<file path="src/rtl/tlbpt_pkg.sv">
// Shared types and constants for the TLB and page table translator.
package tlbpt_pkg;

  localparam int ADDR_W     = 16;
  localparam int PAGE_W     = 8;
  localparam int PHYS_W     = 14;
  localparam int CNT_W      = 32;
  localparam int GROUP_SIZE = 16;

  typedef struct packed {
    logic capture;
    logic reduce;
    logic commit;
  } tlbpt_cmd_t;

endpackage

</file>
<file path="src/rtl/tlbpt_ctrl.sv">
// Controller state machine: sequences capture, reduce and commit, owns the handshakes.
module tlbpt_ctrl
  import tlbpt_pkg::*;
(
  input  logic       clk_i,
  input  logic       rst_ni,
  input  logic       in_valid_i,
  output logic       in_ready_o,
  output logic       out_valid_o,
  input  logic       out_ready_i,
  output tlbpt_cmd_t cmd_o
);

  localparam logic [1:0] S_IDLE = 2'd0;
  localparam logic [1:0] S_RED  = 2'd1;
  localparam logic [1:0] S_UPD  = 2'd2;

  logic [1:0] state_q, state_d;
  logic       out_valid_q, out_valid_d;

  assign in_ready_o    = (state_q == S_IDLE);
  assign out_valid_o   = out_valid_q;
  assign cmd_o.capture = in_valid_i && in_ready_o;
  assign cmd_o.reduce  = (state_q == S_RED);
  assign cmd_o.commit  = (state_q == S_UPD) && (!out_valid_q || out_ready_i);

  always_comb begin
    state_d = state_q;
    unique case (state_q)
      S_IDLE: begin
        if (cmd_o.capture) state_d = S_RED;
      end
      S_RED: begin
        state_d = S_UPD;
      end
      S_UPD: begin
        if (cmd_o.commit) state_d = S_IDLE;
      end
      default: begin
        state_d = S_IDLE;
      end
    endcase
  end

  always_comb begin
    out_valid_d = out_valid_q;
    if (cmd_o.commit) begin
      out_valid_d = 1'b1;
    end else if (out_ready_i) begin
      out_valid_d = 1'b0;
    end
  end

  always_ff @(posedge clk_i or negedge rst_ni) begin
    if (!rst_ni) begin
      state_q     <= S_IDLE;
      out_valid_q <= 1'b0;
    end else begin
      state_q     <= state_d;
      out_valid_q <= out_valid_d;
    end
  end

  assert property (@(posedge clk_i) disable iff (!rst_ni)
    cmd_o.capture |=> (state_q == S_RED) ##1 (state_q == S_UPD))
    else $error("capture did not advance to reduce and commit");

  assert property (@(posedge clk_i) disable iff (!rst_ni)
    (state_q == S_UPD) && out_valid_q && !out_ready_i |=> (state_q == S_UPD))
    else $error("commit overran a pending word");

  assert property (@(posedge clk_i) disable iff (!rst_ni)
    cmd_o.commit |=> out_valid_q && (state_q == S_IDLE))
    else $error("commit did not load the output word");

endmodule

</file>
<file path="src/rtl/tlbpt_datapath.sv">
// Datapath: TLB and page table storage, parallel match, reduction tree, counters, output word.
module tlbpt_datapath
  import tlbpt_pkg::*;
#(
  parameter int TLB_ENTRIES = 128,
  parameter int FRAME_COUNT = 64,
  parameter int OFFSET_BITS = 8
) (
  input  logic              clk_i,
  input  logic              rst_ni,
  input  tlbpt_cmd_t        cmd_i,
  input  logic [ADDR_W-1:0] virt_addr_i,
  output logic [PHYS_W-1:0] phys_addr_o,
  output logic              tlb_hit_o,
  output logic              page_fault_o,
  output logic [CNT_W-1:0]  hit_total_o,
  output logic [CNT_W-1:0]  fault_total_o
);

  localparam int TLB_IDX_W = $clog2(TLB_ENTRIES);
  localparam int FRAME_W   = $clog2(FRAME_COUNT);
  localparam int TLB_GRP   = (TLB_ENTRIES + GROUP_SIZE - 1) / GROUP_SIZE;
  localparam int TBL_GRP   = (FRAME_COUNT + GROUP_SIZE - 1) / GROUP_SIZE;
  localparam int FULL_W    = FRAME_W + OFFSET_BITS;

  logic [PAGE_W-1:0]      tlb_tag_q   [TLB_ENTRIES];
  logic [FRAME_W-1:0]     tlb_frame_q [TLB_ENTRIES];
  logic [TLB_ENTRIES-1:0] tlb_valid_q;
  logic [TLB_IDX_W-1:0]   fill_ptr_q;
  logic [PAGE_W-1:0]      tbl_page_q  [FRAME_COUNT];
  logic [FRAME_COUNT-1:0] tbl_valid_q;
  logic [FRAME_W-1:0]     next_frame_q;
  logic [CNT_W-1:0]       hit_cnt_q, hit_cnt_d;
  logic [CNT_W-1:0]       fault_cnt_q, fault_cnt_d;

  logic [PAGE_W-1:0]      page_q;
  logic [OFFSET_BITS-1:0] offset_q;
  logic [TLB_ENTRIES-1:0] tlb_match_q, tlb_match_d;
  logic [FRAME_COUNT-1:0] tbl_match_q, tbl_match_d;

  logic [FRAME_W-1:0]     tlb_part_q [TLB_GRP];
  logic [FRAME_W-1:0]     tlb_part_d [TLB_GRP];
  logic [TLB_GRP-1:0]     tlb_ghit_q, tlb_ghit_d;
  logic [FRAME_W-1:0]     tbl_part_q [TBL_GRP];
  logic [FRAME_W-1:0]     tbl_part_d [TBL_GRP];
  logic [TBL_GRP-1:0]     tbl_ghit_q, tbl_ghit_d;

  logic [PHYS_W-1:0]      phys_q;
  logic                   hit_q, fault_q;
  logic [CNT_W-1:0]       hit_tot_q, fault_tot_q;

  logic [ADDR_W-1:0]      addr_shift;
  logic [PAGE_W-1:0]      in_page;
  logic                   hit, tbl_hit, fault;
  logic [FRAME_W-1:0]     tlb_frame, tbl_frame, frame;
  logic [FULL_W+PHYS_W-1:0] phys_ext;

  assign addr_shift = virt_addr_i >> OFFSET_BITS;
  assign in_page    = addr_shift[PAGE_W-1:0];

  always_comb begin
    for (int i = 0; i < TLB_ENTRIES; i++) begin
      tlb_match_d[i] = tlb_valid_q[i] && (tlb_tag_q[i] == in_page);
    end
    for (int i = 0; i < FRAME_COUNT; i++) begin
      tbl_match_d[i] = tbl_valid_q[i] && (tbl_page_q[i] == in_page);
    end
  end

  always_comb begin
    for (int g = 0; g < TLB_GRP; g++) begin
      tlb_part_d[g] = '0;
      tlb_ghit_d[g] = 1'b0;
      for (int k = 0; k < GROUP_SIZE; k++) begin
        if (g * GROUP_SIZE + k < TLB_ENTRIES) begin
          if (tlb_match_q[g * GROUP_SIZE + k]) begin
            tlb_part_d[g] = tlb_part_d[g] | tlb_frame_q[g * GROUP_SIZE + k];
            tlb_ghit_d[g] = 1'b1;
          end
        end
      end
    end
    for (int g = 0; g < TBL_GRP; g++) begin
      tbl_part_d[g] = '0;
      tbl_ghit_d[g] = 1'b0;
      for (int k = 0; k < GROUP_SIZE; k++) begin
        if (g * GROUP_SIZE + k < FRAME_COUNT) begin
          if (tbl_match_q[g * GROUP_SIZE + k]) begin
            tbl_part_d[g] = tbl_part_d[g] | FRAME_W'(g * GROUP_SIZE + k);
            tbl_ghit_d[g] = 1'b1;
          end
        end
      end
    end
  end

  always_comb begin
    tlb_frame = '0;
    tbl_frame = '0;
    for (int g = 0; g < TLB_GRP; g++) begin
      tlb_frame = tlb_frame | tlb_part_q[g];
    end
    for (int g = 0; g < TBL_GRP; g++) begin
      tbl_frame = tbl_frame | tbl_part_q[g];
    end
    hit     = |tlb_ghit_q;
    tbl_hit = |tbl_ghit_q;
    fault   = !hit && !tbl_hit;
    if (hit) begin
      frame = tlb_frame;
    end else if (tbl_hit) begin
      frame = tbl_frame;
    end else begin
      frame = next_frame_q;
    end
    phys_ext    = {PHYS_W'(0), frame, offset_q};
    hit_cnt_d   = hit_cnt_q + CNT_W'(hit);
    fault_cnt_d = fault_cnt_q + CNT_W'(fault);
  end

  always_ff @(posedge clk_i or negedge rst_ni) begin
    if (!rst_ni) begin
      tlb_valid_q  <= '0;
      fill_ptr_q   <= '0;
      tbl_valid_q  <= '0;
      next_frame_q <= '0;
      hit_cnt_q    <= '0;
      fault_cnt_q  <= '0;
      tlb_match_q  <= '0;
      tbl_match_q  <= '0;
      tlb_ghit_q   <= '0;
      tbl_ghit_q   <= '0;
    end else begin
      if (cmd_i.capture) begin
        tlb_match_q <= tlb_match_d;
        tbl_match_q <= tbl_match_d;
      end
      if (cmd_i.reduce) begin
        tlb_ghit_q <= tlb_ghit_d;
        tbl_ghit_q <= tbl_ghit_d;
      end
      if (cmd_i.commit) begin
        hit_cnt_q   <= hit_cnt_d;
        fault_cnt_q <= fault_cnt_d;
        if (!hit) begin
          tlb_valid_q[fill_ptr_q] <= 1'b1;
          fill_ptr_q <= (fill_ptr_q == TLB_IDX_W'(TLB_ENTRIES - 1)) ? '0 : fill_ptr_q + 1'b1;
        end
        if (fault) begin
          tbl_valid_q[next_frame_q] <= 1'b1;
          next_frame_q <= (next_frame_q == FRAME_W'(FRAME_COUNT - 1)) ?
                          '0 : next_frame_q + 1'b1;
        end
      end
    end
  end

  always_ff @(posedge clk_i) begin
    if (cmd_i.capture) begin
      page_q   <= in_page;
      offset_q <= virt_addr_i[OFFSET_BITS-1:0];
    end
    if (cmd_i.reduce) begin
      tlb_part_q <= tlb_part_d;
      tbl_part_q <= tbl_part_d;
    end
    if (cmd_i.commit) begin
      if (!hit) begin
        tlb_tag_q[fill_ptr_q]   <= page_q;
        tlb_frame_q[fill_ptr_q] <= frame;
      end
      if (fault) begin
        tbl_page_q[next_frame_q] <= page_q;
      end
      phys_q      <= phys_ext[PHYS_W-1:0];
      hit_q       <= hit;
      fault_q     <= fault;
      hit_tot_q   <= hit_cnt_d;
      fault_tot_q <= fault_cnt_d;
    end
  end

  assign phys_addr_o   = phys_q;
  assign tlb_hit_o     = hit_q;
  assign page_fault_o  = fault_q;
  assign hit_total_o   = hit_tot_q;
  assign fault_total_o = fault_tot_q;

  assert property (@(posedge clk_i) disable iff (!rst_ni)
    $onehot0(tlb_match_q))
    else $error("page mapped by more than one valid TLB entry");

  assert property (@(posedge clk_i) disable iff (!rst_ni)
    $onehot0(tbl_match_q))
    else $error("page held in more than one page table slot");

  assert property (@(posedge clk_i) disable iff (!rst_ni)
    cmd_i.commit && hit |=> hit_cnt_q == $past(hit_cnt_q) + CNT_W'(1))
    else $error("hit count did not advance on a TLB hit");

  assert property (@(posedge clk_i) disable iff (!rst_ni)
    cmd_i.commit |=> !(hit_q && fault_q))
    else $error("word flagged as both hit and fault");

endmodule

</file>
<file path="src/rtl/tlb_page_table_translator.sv">
// Top level: TLB and page table address translator.
// A word passes from acceptance to its result through capture, reduce and commit: capture
// registers the parallel tag match of all TLB entries and page table slots, reduce registers
// an OR tree over groups of sixteen, and commit performs the TLB fill, page table update,
// counters and result word. A new word is accepted the cycle after commit, so a word is
// taken only once the previous one has committed; commit waits while the output register
// still holds an untaken word. No clearing pass follows reset.
module tlb_page_table_translator
  import tlbpt_pkg::*;
#(
  parameter int TLB_ENTRIES = 128,
  parameter int FRAME_COUNT = 64,
  parameter int OFFSET_BITS = 8
) (
  input  logic              clk_i,
  input  logic              rst_ni,
  input  logic              in_valid_i,
  output logic              in_ready_o,
  input  logic [ADDR_W-1:0] virt_addr_i,
  output logic              out_valid_o,
  input  logic              out_ready_i,
  output logic [PHYS_W-1:0] phys_addr_o,
  output logic              tlb_hit_o,
  output logic              page_fault_o,
  output logic [CNT_W-1:0]  hit_total_o,
  output logic [CNT_W-1:0]  fault_total_o
);

  tlbpt_cmd_t cmd;

  tlbpt_ctrl u_ctrl (
    .clk_i       (clk_i),
    .rst_ni      (rst_ni),
    .in_valid_i  (in_valid_i),
    .in_ready_o  (in_ready_o),
    .out_valid_o (out_valid_o),
    .out_ready_i (out_ready_i),
    .cmd_o       (cmd)
  );

  tlbpt_datapath #(
    .TLB_ENTRIES (TLB_ENTRIES),
    .FRAME_COUNT (FRAME_COUNT),
    .OFFSET_BITS (OFFSET_BITS)
  ) u_datapath (
    .clk_i         (clk_i),
    .rst_ni        (rst_ni),
    .cmd_i         (cmd),
    .virt_addr_i   (virt_addr_i),
    .phys_addr_o   (phys_addr_o),
    .tlb_hit_o     (tlb_hit_o),
    .page_fault_o  (page_fault_o),
    .hit_total_o   (hit_total_o),
    .fault_total_o (fault_total_o)
  );

endmodule

</file>
<file path="config.mk">
export PLATFORM = sky130hd
export DESIGN_NAME = tlb_page_table_translator
export DESIGN_NICKNAME = d
export VERILOG_FILES = /design/src/rtl/tlbpt_pkg.sv /design/src/rtl/tlbpt_ctrl.sv /design/src/rtl/tlbpt_datapath.sv /design/src/rtl/tlb_page_table_translator.sv
export SDC_FILE = /design/constraint.sdc
export NUM_CORES = 2
export LEC_CHECK = 0
export BUFFER_PORTS_ARGS = -buffer_cell sky130_fd_sc_hd__buf_2
export CAP_MARGIN = 20
export CORE_MARGIN = 1
export CORE_UTILIZATION = 37
export DETAILED_ROUTE_END_ITERATION = 7
export GPL_TIMING_DRIVEN = 0
export PLACE_DENSITY = 0.49
export SLEW_MARGIN = 30
export SYNTH_ARGS = -nofsm -noshare
export SYNTH_HDL_FRONTEND = slang
export SYNTH_HIERARCHICAL = 1
export SYNTH_SLANG_ARGS = --single-unit
</file>
<file path="constraint.sdc">
create_clock -name clk_i -period 7.7 [get_ports clk_i]
set_clock_uncertainty 0.15 [all_clocks]
set_input_delay 0.77 -clock clk_i [delete_from_list [all_inputs] [get_ports clk_i]]
set_output_delay 0.77 -clock clk_i [all_outputs]
set_load 0.01 [all_outputs]
</file>
# After elaboration in Yosys (flattened, before gate mapping)

Memories as Yosys holds them, arrays and structs flattened.
Cells that the tools add are included.
W data, S select, Z words.

Input port bits: 20
Register bits after elaboration: 644
RAM bits: 2,304
Output and inout port bits: 82
Logic and storage cells: 1,011
Memories kept: 3

Bitwise gates (word level): 133
$lt $le $gt $ge: 4
Muxes and demuxes: 397
Reductions and logical operators: 223
Eq/ne operators: 198
Add/subtract/negate cells: 4

Memory list:

| memory                 | words | width | rd ports | clocked after memory_dff | wr ports | line                 | source |
|---|---|---|---|---|---|---|---|
| u_datapath.tlb_tag_q   | 128   | 8     | 128      | 0                        | 1        | tlbpt_datapath.sv:26 | `logic [PAGE_W-1:0] tlb_tag_q [TLB_ENTRIES];` |
| u_datapath.tlb_frame_q | 128   | 6     | 128      | 0                        | 1        | tlbpt_datapath.sv:27 | `logic [FRAME_W-1:0] tlb_frame_q [TLB_ENTRIES];` |
| u_datapath.tbl_page_q  | 64    | 8     | 64       | 0                        | 1        | tlbpt_datapath.sv:30 | `logic [PAGE_W-1:0] tbl_page_q [FRAME_COUNT];` |

Operators by type and width:

| kind                  | count |
|---|---|
| $eq A8 B8 Y1          | 192 |
| $mux W6               | 160 |
| $or A6 B6 Y6          | 130 |
| $mux W1               | 203 |
| $logic_and A1 B1 Y1   | 197 |
| $or A128 B128 Y128    | 1 |
| $mux W5               | 15 |
| $add A32 B1 Y32       | 2 |
| $or A64 B64 Y64       | 1 |
| $reduce_or A15 Y1     | 3 |
| $reduce_or A8 Y1      | 5 |
| $mux W4               | 7 |
| $reduce_or A4 Y1      | 5 |
| $mux W3               | 4 |
| $lt A7 B8 Y1 const B  | 1 |
| $mux W2               | 4 |
| $reduce_or A2 Y1      | 4 |
| $add A7 B1 Y7 const B | 1 |
| $demux W1 S7          | 1 |
| $eq A7 B7 Y1 const B  | 1 |
| $ge A7 B1 Y1 const B  | 1 |
| $lt A6 B7 Y1 const B  | 1 |
| $mux W7               | 1 |
| $add A6 B1 Y6 const B | 1 |
| other kinds (13)      | 18 |

# Longest topological paths before layout

An unclocked memory read counts as a cell.

Depth in word-level cells: 32
Gate-level depth with buffers: 14
Gate-level depth less buffers: 10

# Cells and area by module

The synthesis kept the hierarchy.

By module, submodules not included:

| module         | cells each | sequential area each (um^2) | instances | area each (um^2) |
|---|---|---|---|---|
| tlbpt_datapath | 7,138      | 85,917.4                    | 1         | 116,484.2 |
| tlbpt_ctrl     | 13         | 75.1                        | 1         | 140.1 |

# Worst setup path after synthesis

No wires, ideal clock.

Path type: register to register
Start point: register u_datapath.tbl_ghit_q[1]
End point: register u_datapath.phys_q[12] (netlist: u_datapath/phys_addr_o[12]) (data pin)
Stages on the path, launching flop included: 6
Slack: 1.222 ns
Path buffers: 2
Library setup time: 0.975 ns
Arrival time: 5.354 ns
Path through: dfrtp_1 nor4_1 clkbuf_1 clkbuf_1 nand2_1 a31oi_1

Word-level cells in the longest chain between the ends: 3

Ends and longest elaborated chain:

| item                    | line                  | source |
|---|---|---|
| from (decl)             | tlbpt_datapath.sv:46  | `logic [TBL_GRP-1:0] tbl_ghit_q, tbl_ghit_d;` |
| from (signal assigned)  | tlbpt_datapath.sv:140 | `tbl_ghit_q <= tbl_ghit_d;` |
| $reduce_or A4 Y1        | tlbpt_datapath.sv:107 | `tbl_hit = \|tbl_ghit_q;` |
| $mux W6                 | tlbpt_datapath.sv:111 | `end else if (tbl_hit) begin` |
| $mux W6                 | tlbpt_datapath.sv:109 | `if (hit) begin` |
| via u_datapath.frame[4] | tlbpt_datapath.sv:55  | `logic [FRAME_W-1:0] tlb_frame, tbl_frame, frame;` |
| to (signal assigned)    | tlbpt_datapath.sv:175 | `phys_q <= phys_ext[PHYS_W-1:0];` |
| to (decl)               | tlbpt_datapath.sv:48  | `logic [PHYS_W-1:0] phys_q;` |

The timed path passes the listed nets, and every way through them passes these cells.
A chain may end at the register's enable or synchronous reset.

==> metrics <==
P per Cell Area about 260 nW/um^2; Synth top cells by count 2467 x edfxtp_1, 1030 x xnor2_1, 628 x xor2_1; Synth warnings 6; Via density about 5.4; post-synthesis cell area 117000 um^2; H-Tree Depth 5; HP Class primary input to async pin; Crit path largest cell delay around 1.0 ns; Final Wtd Congestion 0.833; Final Hold Vio Count 0; Syn Nets slightly above 7000; CTS max path bufs 4; max_cap viols 0; Critical Path Stages 11; simple-gate share of the synthesized area under 10%; GRT Overall Usage between 20% and 30%; proportion of synthesized area in mux cells 0.0772%; CP arrival 7.10 ns; worst-path cell chain dlygate4sd3_1 > buf_2 > nand2b_1 > nor2b_1 > buf_6 > clkbuf_1 > clkinv_1 > nor3_1 > nand2_1 > clkbuf_1 > nor2_2; NumNets Final 7882; RSZ-0062 raised after global routing no; most numerous cell in the Yosys netlist edfxtp_1; Worst-Skew Late Latency roughly 0.90 ns; CP Capture Type flip-flop; CP Launch Point out_ready_i; IO Pins approximately 100; Synth Area in XOR/XNOR about 12%; Worst VDD drop ~0.15 mV; # port buffers 101; predominant post-synthesis flop cell edfxtp_1; Compound-Gate Fraction of Synth Area 5.92%; hold_ws approximately 0.24 ns; relative slew slack around 30%; total gr overflow 0; reg-to-reg startpoint u_ctrl/state_q[0]$_DFFE_PN0P_; setup bufs post-CTS 0; Synth area leaders edfxtp_1 64%, dfrtp_1 10%, xnor2_1 7.7%; crit path max-delay cell type nor3_1; Layout area overhead 18.3%; fin. max-slew vios 0; DR iter-0 viols approximately 6100; Crit path max-delay family buffers and inverters; TNS Setup 0 ns; fin util approximately 44%; R2R depth 9; clock tree from TritonCTS yes; CP Data Required Time ~8.1 ns; measured slew at the worst slew-check pin between 1 and 1.5 ns; routed via count 65800; post-place setup slack ~0.54 ns; DIE HEIGHT around 560 um; fraction of registers with async set/reset 16.2%; Worst Slack Setup Final 0.973 ns; CP most frequent cell clkbuf_1; top cell type's share of synthesized area 63.5%; Core Box Area 313000 um^2; DP HPWL 240000 um; FMAX around 150 MHz; Cell variety after synth 57; global-route wire length before repair between 400000 and 500000 um; status finished clean; Starting Density between 30% and 40%; Layout Cells excl Fill approximately 12000; DR pass1 iterations 5; Post-DRT Antenna Nets 0; CTS Buf Count 321; part of the Yosys area used for sequential elements roughly 74%; wire length per cell roughly 28 um; number of global-route vias before repair ~66000; initial antenna violation count 16; clk sink count around 2900; register bit total from synthesis 2943; setup violators final 0; critical path buffer and inverter count 6; Clock Pin Slew Worst Setup and Hold Paths about 0.060 ns; crit path kind primary input to flip-flop; Post-synth EDFFs 2467; dpl cells between 10000 and 15000; largest net degree at the start of global routing 82; layout cells sized above 1 between 10 and 15%; adder-cell share of the synthesized area less than 1%; DIE WIDTH about 560 um; leak pwr roughly 48 nW; CP Max Fanout a little over 80; Period minus WS final slightly below 7 ns; hold-fix buffers at CTS 19; area leader, netlist edfxtp_1; Remaining DRCs 0; combinational family with the most area after synthesis XOR/XNOR gates; Root Buffer Master clkbuf_16; CP Launch Type primary input; Mean Syn Cell Area ~16 um^2; DIE AREA about 320000 um^2; final wirelength 349000 um; Site Rows between 200 and 250; Post-CTS Resized 0; crit share post-route 87.4%; cell count after synthesis between 7000 and 8000
[worst reg2reg max path: cells and delay by family (launching register included)]
| family | cells | cell delay, ns |
|---|---|---|
| buffers and inverters | 4 | 2.87 |
| AND/OR/NAND/NOR | 5 | 2.86 |
| flip-flops | 1 | 0.40 |
[per-stage QoR]
stage | power (W) | area, um^2
after floorplan | 0.0193 | 117000
after global placement | 0.0209 | 122000
after detailed placement | 0.0211 | 127000
after CTS | 0.0364 | 138000
after global routing | 0.0372 | 138000
final | 0.0361 | 138000
[placed cells by master (no fill, tap or decap), types with 9 or more instances in the layout]
cell type	Yosys	routed
or2_2	9	9
edfxtp_1	2467	2467
nor3_1	30	29
and3_1	11	9
nor2b_1	197	197
a221oi_1	192	192
clkinv_2	0	46
buf_12	0	10
inv_6	0	12
or4_1	13	13
nand4_1	288	288
nor2_4	1	12
xnor2_1	1030	1030
xor2_1	628	628
clkbuf_2	0	67
buf_2	72	214
dfrtp_1	476	476
o21bai_1	188	188
nor4b_1	9	9
nor2_2	1	116
a41o_1	191	191
nor4_2	2	15
nand2_1	87	87
nor4_1	267	252
dlygate4sd3_1	0	19
clkbuf_1	299	335
clkbuf_16	0	329
buf_6	5	119
clkinv_1	1	37
clkbuf_8	0	31
buf_16	0	59
bufinv_16	0	22
inv_1	12	12
a22o_1	192	192
buf_8	0	80
nor2_1	265	139
nand3_1	45	45
buf_1	80	34
[worst paths after layout]
path,end,slack [ns]
min reg2reg,u_datapath/phys_addr_o[3]$_DFFE_PP_,0.27
max in group asynchronous,u_datapath/tlb_match_q[43]$_DFFE_PN0P_,5.19
min in group clk_i,u_datapath/phys_addr_o[3]$_DFFE_PP_,0.27
max reg2reg,u_datapath/tlb_tag_q[25][5]$_DFFE_PP_,1.03
min,u_datapath/tbl_match_q[34]$_DFFE_PN0P_,0.24
max,u_datapath/tlb_tag_q[25][5]$_DFFE_PP_,0.97
[state kept, by name, indices dropped and copies added (netlist names), 2 cells and up]
name                      flops
u_datapath/page_q             8
u_datapath/hit_total_o       32
u_ctrl/state_q                2
u_datapath/tbl_ghit_q         4
u_datapath/tlb_frame_q      768
u_datapath/phys_addr_o       14
u_datapath/hit_cnt_q         32
u_datapath/next_frame_q       6
u_datapath/tbl_match_q       64
u_datapath/fault_cnt_q       32
u_datapath/tlb_valid_q      128
u_datapath/tlb_match_q      128
u_datapath/tbl_page_q       512
u_datapath/fill_ptr_q         7
u_datapath/tlb_part_q        48
u_datapath/tbl_valid_q       64
u_datapath/fault_total_o     32
u_datapath/offset_q           8
u_datapath/tbl_part_q        19
u_datapath/tlb_tag_q       1024
u_datapath/tlb_ghit_q         8
[layer usage]
| layer | global-route usage [%] | routed length [um] | vias up |
|---|---|---|---|
| li1 | - | - | 28500 |
| met1 | 31.0 | 156000 | 34800 |
| met2 | 35.2 | 164000 | 2067 |
| met3 | 2.83 | 19500 | 460 |
| met4 | 5.62 | 9090 | 2 |
| met5 | 0 | 14 | - |
[layout make-up]
cell class / instances / area (um^2)
multi-input combinational: 3738 / 29300
clock inverter: 134 / 1380
fill: 27300 / 175000
inverter: 13 / 48.8
buffer: 457 / 2000
clock buffer: 463 / 9050
sequential: 2943 / 86000
tap: 4140 / 5180
timing repair buffer: 382 / 4990
antenna: 1 / 2.50
[logic make-up after synthesis]
| group | count (synthesis) |
|---|---|
| fa+ha+maj | 6 |
| xor+xnor | 1658 |
| compound gates | 795 |
| mux | 8 |
| buf+inv | 470 |
| flops | 2943 |
| simple gates | 1271 |
[power by group]
group	total (W)	internal (W)	switching (W)
sequential	0.0178	0.0177	0.000122
combinational	0.00299	0.000855	0.00214
clock	0.0153	0.00895	0.00632
Note: power is estimated with default switching activity, not from simulation.
